`src/sv/pec15_pec10_frame_checker_unit_assert.svh`:
```
// assertion macros shared by the frame checker rtl
`ifndef PEC15_PEC10_FRAME_CHECKER_UNIT_ASSERT_SVH
`define PEC15_PEC10_FRAME_CHECKER_UNIT_ASSERT_SVH

// same-cycle implication, disabled while reset is asserted
`define PFC_ASSERT_NOW(lbl, clk, rst_n, ante, cons) \
  lbl: assert property (@(posedge clk) disable iff (!(rst_n)) (ante) |-> (cons)) \
    else $error("frame checker assertion failed");

// next-cycle implication, disabled while reset is asserted
`define PFC_ASSERT_NEXT(lbl, clk, rst_n, ante, cons) \
  lbl: assert property (@(posedge clk) disable iff (!(rst_n)) (ante) |=> (cons)) \
    else $error("frame checker assertion failed");

`endif

```
`src/sv/pfc_pkg.sv`:
```
// types, constants and crc table functions of the frame checker
package pfc_pkg;

  localparam logic [15:0] Seed   = 16'd16;
  localparam logic [15:0] Poly15 = 16'h4599;
  localparam logic [9:0]  Poly10 = 10'h08f;

  typedef struct packed {
    logic [15:0] remainder;
    logic        frame_op;
    logic [1:0]  rx_high;
  } pfc_state_t;

  typedef struct packed {
    logic        valid;
    logic        frame_mode;
    logic [15:0] pec_value;
    logic        pec_match;
    logic        length_error;
  } pfc_result_t;

  // bytewise crc-15 table entry
  function automatic logic [15:0] crc15_entry(logic [7:0] idx);
    logic [15:0] r;
    r = {1'b0, idx, 7'b0};
    for (int b = 0; b < 8; b++) begin
      if (r[14]) begin
        r = {r[14:0], 1'b0} ^ Poly15;
      end else begin
        r = {r[14:0], 1'b0};
      end
    end
    return r;
  endfunction

  // n-bit shift of a crc-10 remainder, n at most 8
  function automatic logic [9:0] crc10_shift(logic [9:0] start, int unsigned steps);
    logic [9:0] r;
    r = start;
    for (int b = 0; b < 8; b++) begin
      if (b < steps) begin
        if (r[9]) begin
          r = {r[8:0], 1'b0} ^ Poly10;
        end else begin
          r = {r[8:0], 1'b0};
        end
      end
    end
    return r;
  endfunction

endpackage

```
`src/sv/pfc_step.sv`:
```
// next-state and result logic for one byte of a frame
module pfc_step import pfc_pkg::*; #(
  parameter int unsigned RESPONSE_DATA_BYTES = 6,
  parameter int unsigned PosW = 3
) (
  input  pfc_state_t          state_i,
  input  logic [PosW-1:0]     pos_i,
  input  logic                op_i,
  input  logic [7:0]          data_byte_i,
  input  logic                last_byte_i,
  output pfc_state_t          state_o,
  output logic [PosW-1:0]     pos_o,
  output pfc_result_t         result_o
);

  localparam logic [PosW-1:0] DataBytes = PosW'(RESPONSE_DATA_BYTES);
  localparam logic [PosW-1:0] FinalPos  = PosW'(RESPONSE_DATA_BYTES + 1);

  logic        first;
  logic        op_eff;
  logic [15:0] rem_eff;
  logic [15:0] rem15;
  logic [9:0]  rem10;
  logic [9:0]  fold10;
  logic [9:0]  rx_pec;
  pfc_state_t  cleared;

  assign first   = (pos_i == '0);
  assign op_eff  = first ? op_i : state_i.frame_op;
  assign rem_eff = first ? Seed : state_i.remainder;

  assign rem15  = {rem_eff[7:0], 8'b0} ^ crc15_entry(rem_eff[14:7] ^ data_byte_i);
  assign rem10  = {rem_eff[1:0], 8'b0} ^ crc10_shift({rem_eff[9:2] ^ data_byte_i, 2'b0}, 8);
  assign fold10 = crc10_shift(rem_eff[9:0] ^ {data_byte_i[7:2], 4'b0}, 6);
  assign rx_pec = {state_i.rx_high, data_byte_i};

  assign cleared = '{remainder: Seed, frame_op: 1'b0, rx_high: 2'b0};

  always_comb begin
    state_o  = state_i;
    pos_o    = pos_i;
    result_o = '0;
    if (!op_eff) begin
      if (last_byte_i) begin
        result_o.valid     = 1'b1;
        result_o.pec_value = {rem15[14:0], 1'b0};
        state_o            = cleared;
        pos_o              = '0;
      end else begin
        state_o = '{remainder: rem15, frame_op: 1'b0, rx_high: state_i.rx_high};
        pos_o   = PosW'(1);
      end
    end else if (pos_i < FinalPos && last_byte_i) begin
      // early end of a response
      result_o.valid        = 1'b1;
      result_o.frame_mode   = 1'b1;
      result_o.length_error = 1'b1;
      state_o               = cleared;
      pos_o                 = '0;
    end else if (pos_i < DataBytes) begin
      state_o = '{remainder: {6'b0, rem10}, frame_op: 1'b1, rx_high: state_i.rx_high};
      pos_o   = pos_i + PosW'(1);
    end else if (pos_i == DataBytes) begin
      state_o = '{remainder: {6'b0, fold10}, frame_op: 1'b1, rx_high: data_byte_i[1:0]};
      pos_o   = pos_i + PosW'(1);
    end else begin
      result_o.valid      = 1'b1;
      result_o.frame_mode = 1'b1;
      result_o.pec_value  = {6'b0, rem_eff[9:0]};
      result_o.pec_match  = (rx_pec == rem_eff[9:0]);
      state_o             = cleared;
      pos_o               = '0;
    end
  end

endmodule

```
`src/sv/pec15_pec10_frame_checker_unit.sv`:
```
// top level of the pec15 generator and pec10 response checker
//
//   channel | direction | handshake               | payload
//   --------+-----------+-------------------------+----------------------------------------
//   in      | request   | in_valid_i / in_ready_o | op_i, data_byte_i, last_byte_i
//   out     | result    | out_valid_o/out_ready_i | frame_mode_o, pec_value_o,
//           |           |                         | pec_match_o, length_error_o
//
// one byte per cycle sustained while the result is not stalled; a byte is held in
// the input register, then passes the bytewise crc step into the result register
// the crc step feeds the running remainder back through the frame state
// register, so that loop sets the rate
// reset clears the frame state (remainder to seed 16) and both valid flags
// a stalled result blocks only the input register, which still takes a request
// while it is empty
`include "pec15_pec10_frame_checker_unit_assert.svh"

module pec15_pec10_frame_checker_unit import pfc_pkg::*; #(
  parameter int unsigned RESPONSE_DATA_BYTES = 6
) (
  input  logic        clk_i,
  input  logic        rst_ni,
  input  logic        in_valid_i,
  output logic        in_ready_o,
  input  logic        op_i,
  input  logic [7:0]  data_byte_i,
  input  logic        last_byte_i,
  output logic        out_valid_o,
  input  logic        out_ready_i,
  output logic        frame_mode_o,
  output logic [15:0] pec_value_o,
  output logic        pec_match_o,
  output logic        length_error_o
);

  // position runs 0 .. data bytes + 1
  localparam int unsigned PosW = $clog2(RESPONSE_DATA_BYTES + 2);
  localparam logic [PosW-1:0] FinalPos = PosW'(RESPONSE_DATA_BYTES + 1);

  // input register
  logic       in_vq;
  logic       op_q;
  logic [7:0] byte_q;
  logic       last_q;

  // frame state
  pfc_state_t      state_q, state_d;
  logic [PosW-1:0] pos_q, pos_d;

  // result register
  logic        out_vq;
  pfc_result_t res_d;
  logic        mode_q;
  logic [15:0] pec_q;
  logic        match_q;
  logic        lerr_q;

  logic advance;

  // the buffered byte moves on once the result slot is free or draining
  assign advance    = in_vq && (!out_vq || out_ready_i);
  assign in_ready_o = !in_vq || advance;

  pfc_step #(
    .RESPONSE_DATA_BYTES(RESPONSE_DATA_BYTES),
    .PosW               (PosW)
  ) u_step (
    .state_i    (state_q),
    .pos_i      (pos_q),
    .op_i       (op_q),
    .data_byte_i(byte_q),
    .last_byte_i(last_q),
    .state_o    (state_d),
    .pos_o      (pos_d),
    .result_o   (res_d)
  );

  always_ff @(posedge clk_i or negedge rst_ni) begin
    if (!rst_ni) begin
      in_vq   <= 1'b0;
      out_vq  <= 1'b0;
      state_q <= '{remainder: Seed, frame_op: 1'b0, rx_high: 2'b0};
      pos_q   <= '0;
    end else begin
      if (in_ready_o) begin
        in_vq <= in_valid_i;
      end
      if (advance) begin
        state_q <= state_d;
        pos_q   <= pos_d;
      end
      if (advance && res_d.valid) begin
        out_vq <= 1'b1;
      end else if (out_ready_i) begin
        out_vq <= 1'b0;
      end
    end
  end

  // payload registers, no reset
  always_ff @(posedge clk_i) begin
    if (in_valid_i && in_ready_o) begin
      op_q   <= op_i;
      byte_q <= data_byte_i;
      last_q <= last_byte_i;
    end
    if (advance && res_d.valid) begin
      mode_q  <= res_d.frame_mode;
      pec_q   <= res_d.pec_value;
      match_q <= res_d.pec_match;
      lerr_q  <= res_d.length_error;
    end
  end

  assign out_valid_o    = out_vq;
  assign frame_mode_o   = mode_q;
  assign pec_value_o    = pec_q;
  assign pec_match_o    = match_q;
  assign length_error_o = lerr_q;

  // a response result carries only ten pec bits
  `PFC_ASSERT_NOW(a_pec10_narrow, clk_i, rst_ni,
    out_vq && mode_q, pec_q[15:10] == 6'b0)
  // a generate result never flags a match or a length error
  `PFC_ASSERT_NOW(a_gen_flags, clk_i, rst_ni,
    out_vq && !mode_q, !match_q && !lerr_q)
  // a length error comes with a zero pec and no match
  `PFC_ASSERT_NOW(a_lerr_clean, clk_i, rst_ni,
    out_vq && lerr_q, mode_q && !match_q && pec_q == 16'h0)
  // position never passes the final pec byte
  `PFC_ASSERT_NOW(a_pos_bound, clk_i, rst_ni, 1'b1, pos_q <= FinalPos)
  // input is held off only behind a stalled result
  `PFC_ASSERT_NOW(a_stall_cause, clk_i, rst_ni,
    !in_ready_o, in_vq && out_vq && !out_ready_i)
  // a finished frame leaves the position at zero
  `PFC_ASSERT_NEXT(a_frame_end, clk_i, rst_ni,
    advance && res_d.valid, pos_q == '0)

endmodule
```
`config.mk`:
```
export PLATFORM = sky130hd
export DESIGN_NAME = pec15_pec10_frame_checker_unit
export DESIGN_NICKNAME = d
export VERILOG_FILES = /design/src/sv/pfc_pkg.sv /design/src/sv/pfc_step.sv /design/src/sv/pec15_pec10_frame_checker_unit.sv
export VERILOG_INCLUDE_DIRS = /design/src /design/src/sv
export SDC_FILE = /design/constraint.sdc
export NUM_CORES = 1
export LEC_CHECK = 0
export BUFFER_PORTS_ARGS = -buffer_cell sky130_fd_sc_hd__buf_4
export CORE_ASPECT_RATIO = 1.4
export CORE_MARGIN = 10
export CORE_UTILIZATION = 60
export DETAILED_ROUTE_END_ITERATION = 8
export PLACE_DENSITY_LB_ADDON = 0.1
export SETUP_SLACK_MARGIN = 0.5
export SLEW_MARGIN = 40
export SYNTH_ARGS = -nofsm -noshare
export SYNTH_HDL_FRONTEND = slang
export SYNTH_HIERARCHICAL = 1
export SYNTH_SLANG_ARGS = --single-unit
```
`constraint.sdc`:
```
create_clock -name clk_i -period 3.2 [get_ports clk_i]
set_clock_uncertainty 0.05 [all_clocks]
set_input_delay 0.32 -clock clk_i [delete_from_list [all_inputs] [get_ports clk_i]]
set_output_delay 0.32 -clock clk_i [all_outputs]
set_load 0.05 [all_outputs]
```
==> results.toml, run 1 <==
[critical_path]
endpoint_kind = "flop"
worst_path_max_delay_cell = "dfrtp_1"
cpMostUsedCell = "xnor2_1"
reg2reg_depth = 12
r2r-end = "state_q[7]$_DFFE_PN1P_"
arrival_ns = 2.86
cp_num_buf_inv = 3
path_depth = 12
cp-start-kind = "flop"
worstPathMaxFanout = 12
crit_start = "pos_q[1]$_DFFE_PN0P_"
cp_top_family = "XOR/XNOR gates"
crit_end = "state_q[7]$_DFFE_PN1P_"
critPathMaxStageDelay_ns = 0.40
reg2reg_from = "pos_q[1]$_DFFE_PN0P_"
path_cells = "inv_1 -> ha_4 -> nor2b_4 -> buf_12 -> buf_4 -> nor2_1 -> xnor2_1 -> xnor2_2 -> xnor2_1 -> xor2_1 -> a311oi_1 -> mux2_4"
crit_type = "reg2reg"
ff2ff_setup_slack_ns = 0.56
required_ns = 3.41

[layout]
diodes = 0
layout_commonest_cell = "buf_4"
final_cell_area_um2 = 4560
layout-drive-gt1-share = 0.357
multi_input_area_um2 = 2340
fillers = 454
seqCellArea_um2 = 1450
nets = 417
final_cell_mix = "66 x buf_4, 52 x xnor2_1, 42 x nor2_1"
area_growth_pct = 19.7

[job]
cap_violations = 0

[die]
fp-row-count = 34
die_h_um = 114
start_util = 0.613
dieWidth_um = 87.3
core_area_um2 = 6210
dieArea_um2 = 9970
io_pins = 35

[global_route]
gr-usage-all-layers = 0.190
busiest_layer = "met2"
grt_pass1_vias = 2781
grt-ovfl-total = 0
antenna_found_initial = 0
grt_pass1_wl_um = 14800
met1_usage = 0.216
grt.met3_usage = 0.0356
grtUsageMet2 = 0.309
grt_start_max_net_pins = 24

[drt]
wirelength_um = 9460
avgViaCountPerCell = 5.75
vias = 2719
route.detailed.drc = 0
wl_per_cell_um = 20.0
drt_iter0_markers = 160
first_pass_iters = 4
antenna_left = 0

[clocking]
cts_sinks = 52
numCtsBuffers = 5
cts_tree = "yes"
clock_latency_ns = 0.31
clk_pin_slew_ns = 0.10
clockBufferDepth = 2
cts_htree_levels = 2
cts_root_buf = "clkbuf_8"

[placed_design]
dp_slack_ns = 0.323
place_area_um2 = 4080
portBuffers = 34
place.gp.congestion = 0.975
place_hpwl_um = 6680

[timing]
maxSlewHeadroom = 0.483
fmax_mhz = 379
finalWorstSetupSlack_ns = 0.558
worstMarginPinSlew_ns = 0.773
fin_crit_sh = 0.826
timing.final.max_slew_violations = 0
hold_violations = 0
hold_ws_ns = 0.128
layout_min_cycle_time_ns = 2.64
rsz0062_at_grt = "yes"
finalSetupViolations = 0
fin_tns_setup_ns = 0

[yosys]
avgSynthCellArea_um2 = 10.9
syn-num-nets = 367
ys_warn_count = 6
synthCells = 350
syn_area_um2 = 3810

[outcome]
outcome = "finished clean"

[min_path]
hold_class = "in2reg"
-- metal layers --
metal,wire (um),up-vias
li1,-,1278
met1,3550,1308
met2,4810,105
met3,587,28
met4,508,0
met5,0,-
-- what timing repair did --
item	in CTS	in global routing
gates resized for setup	9	21
gates cloned	1	0
pin swaps	7	11
endpoints found under the setup margin	11	22
hold endpoints to repair	22	0
setup buffers	13	8
hold buffers	1	0
-- area by class of cell --
cell class,count,share of cell area
clock inverters,3,0.00604
inverters,5,0.00412
well taps,72,0.0198
multi-input cells,267,0.514
flip-flops and latches,52,0.318
repair buffers,69,0.122
clock buffers,5,0.0151
-- how the worst min path moves through the flow --
| stage | slack, ns | depth (start not counted) | startpoint | endpoint |
|---|---|---|---|---|
| 2_1_floorplan | -0.03 | 0 | rst_ni | in_vq$_DFFE_PN0P_ |
| 3_3_place_gp | 0.20 | 1 | rst_ni | state_q[14]$_DFFE_PN0P_ |
| 3_5_place_dp | 0.19 | 1 | rst_ni | state_q[14]$_DFFE_PN0P_ |
| 4_1_cts | 0.12 | 1 | op_i | op_q$_DFFE_PP_ |
| 5_1_grt | 0.11 | 1 | data_byte_i[0] | byte_q[0]$_DFFE_PP_ |
| 6_report | 0.13 | 1 | data_byte_i[6] | byte_q[6]$_DFFE_PP_ |
-- worst register-to-register path: stages, from the launching register on --
cell and delay (ns):
dfrtp_1 0.40, inv_1 0.11, ha_4 0.16, nor2b_4 0.17, buf_12 0.15, buf_4 0.13
nor2_1 0.05, xnor2_1 0.26, xnor2_2 0.18, xnor2_1 0.33, xor2_1 0.11, a311oi_1 0.31
mux2_4 0.19
-- state kept, by name, indices dropped and copies added, names as in the netlist --
name	cells
pos_q	3
pec_match_o	1
out_valid_o	1
op_q	1
last_q	1
length_error_o	1
in_vq	1
state_q	18
pec_value_o	16
byte_q	8
frame_mode_o	1
-- stage by stage --
| stage | std cells | util |
|---|---|---|
| global placement | 442 | 0.658 |
| finish | 473 | 0.733 |
| CTS | 465 | 0.705 |
| floorplan | 350 | - |
| detailed placement | 442 | 0.658 |
| global route | 473 | 0.733 |
Power of run 1 is not shown: default switching activity piles up to over one toggle a cycle in this logic, so the estimate is an artifact.
==> run 2, diff against run 1 <==
--- a/config.mk
+++ b/config.mk
@@ -9,7 +9,7 @@
 export BUFFER_PORTS_ARGS = -buffer_cell sky130_fd_sc_hd__buf_4
 export CORE_ASPECT_RATIO = 1.4
 export CORE_MARGIN = 10
-export CORE_UTILIZATION = 60
+export CORE_UTILIZATION = 55
 export DETAILED_ROUTE_END_ITERATION = 8
 export PLACE_DENSITY_LB_ADDON = 0.1
 export SETUP_SLACK_MARGIN = 0.5
==> constraint.sdc (replaced) <==
create_clock -name clk_i -period 2.2 [get_ports clk_i]
set_clock_uncertainty 0.05 [all_clocks]
set_input_delay 0.22 -clock clk_i [delete_from_list [all_inputs] [get_ports clk_i]]
set_output_delay 0.22 -clock clk_i [all_outputs]
set_load 0.05 [all_outputs]
==> results.toml, run 2 (synthesis gave the netlist of run 1 again) <==
[placed_design]
portBuffers = 34
place_hpwl_um = 7820
dp_slack_ns = -0.411
dpl.cell_count = 541
place.gp.congestion = 0.961

[drt]
antenna_left = 0
wl_per_cell_um = 20.8
vias = 3250
first_pass_iters = 6
wirelength_um = 12100
avgViaCountPerCell = 5.57
route.detailed.drc = 0
drt_iter0_markers = 347

[layout]
diodes = 0
nets = 507
final_cell_mix = "126 x buf_4, 40 x xnor2_1, 30 x nor2_1"
seqCellArea_um2 = 1450
layout-drive-gt1-share = 0.566
area_growth_pct = 51.6
layout_commonest_cell = "buf_4"
instances_no_fill = 583
regMostFlops = "state_q"
multi_input_area_um2 = 2680
fillers = 347
largest_reg_flops = 18

[min_path]
min_to = "last_q$_DFFE_PP_"
min_from = "last_byte_i"
hold_class = "in2reg"
whs_path_depth = 1

[timing]
layout_min_cycle_time_ns = 2.71
finalWorstSetupSlack_ns = -0.509
fin_crit_sh = 1.23
fmax_mhz = 369
fin_tns_setup_ns = -17.23
hold_violations = 0
maxSlewHeadroom = 0.696
worstMarginPinSlew_ns = 0.454
finalSetupViolations = 58
rsz0062_at_grt = "yes"
timing.final.max_slew_violations = 0

[clocking]
numCtsBuffers = 5
clock_latency_ns = 0.32
cts_sinks = 52
cts_tree = "yes"
clk_pin_slew_ns = 0.11
cts_htree_levels = 2
clockBufferDepth = 2
cts_root_buf = "clkbuf_8"

[outcome]
outcome = "finished with violations"
violations = "negative setup slack"

[critical_path]
endpoint_kind = "flop"
worstPathMaxFanout = 6
cp-start-kind = "flop"
r2r-end = "state_q[14]$_DFFE_PN0P_"
ff2ff_setup_slack_ns = -0.51
crit_type = "reg2reg"
required_ns = 2.36
reg2reg_depth = 13
reg2reg_from = "pos_q[0]$_DFFE_PN0P_"
arrival_ns = 2.87

[global_route]
grt_start_max_net_pins = 24
gr-usage-all-layers = 0.204
grt-ovfl-total = 0
grt_pass1_vias = 3318
antenna_found_initial = 0
grt_pass1_wl_um = 17500

[job]
cap_violations = 0

[die]
dieArea_um2 = 10700
core_area_um2 = 6660
start_util = 0.572
dieWidth_um = 90.3
io_pins = 35
fp-row-count = 35
die_h_um = 118
[run 2: cell types whose count changed in the layout (fill, tap and decap cells not counted), sizes merged]
cell	before	now
buf	67	156
bufbuf	1	0
clkbuf	5	6
clkinv	1	0
clkinvlp	1	2
nor2	46	47
[run 2: critical path, stage by stage (launching register included)]
cell and delay, ns:
dfrtp_1 0.39, inv_2 0.06, ha_4 0.16, nor2b_4 0.13
buf_12 0.13, buf_12 0.12, nor2_1 0.17, xnor2_1 0.13
xnor2_1 0.32, xnor2_2 0.16, buf_4 0.17, xnor2_2 0.23
nor2_1 0.09, mux2_4 0.27
[run 2: routing by layer]
metal	global-route usage	vias up	routed length (um)	share of wire
met5	0	-	0	0
li1	-	1459	-	-
met3	0.0304	50	674	0.056
met4	0.111	0	660	0.055
met1	0.216	1580	4410	0.36
met2	0.377	161	6350	0.53
[run 2: worst max-delay path by stage]
stage / slack, ns / from / to / depth (start not counted)
after floorplan: -0.26 / pos_q[1]$_DFFE_PN0P_ / state_q[13]$_DFFE_PN0P_ / 11
after global placement: -0.33 / pos_q[0]$_DFFE_PN0P_ / state_q[10]$_DFFE_PN0P_ / 13
after detailed placement: -0.41 / pos_q[0]$_DFFE_PN0P_ / state_q[17]$_DFFE_PN0P_ / 12
after CTS: -0.35 / pos_q[0]$_DFFE_PN0P_ / state_q[17]$_DFFE_PN0P_ / 10
after global routing: -0.53 / pos_q[0]$_DFFE_PN0P_ / state_q[14]$_DFFE_PN0P_ / 13
final: -0.51 / pos_q[0]$_DFFE_PN0P_ / state_q[14]$_DFFE_PN0P_ / 13
[run 2: repair_timing]
action	CTS	global route
cloned	3	1
buffers inserted	19	10
endpoints found under the setup margin	60	60
hold buffers	1	0
pin swaps	31	22
endpoints found under the hold margin	22	0
gates resized for setup	45	53
[run 2: cell type report]
cell class                      count  area share
Clock inverter                      3     0.00455
Clock buffer                        5      0.0119
Multi-Input combinational cell    268       0.464
Timing Repair Buffer              158       0.245
Inverter                            5     0.00369
Tap cell                           92      0.0199
Sequential cell                    52       0.251
[run 2: stage by stage]
step                      hold slack (ns)  area, um^2   util
after detailed placement           0.0975        4870  0.731
after global routing               0.0127        5770  0.867
after global placement             0.0984        4870  0.731
final                              0.0145        5770  0.867
after floorplan                    -0.126        3930      -
after CTS                          0.0167        5440  0.817
Power of run 2 is left out for the same reason.
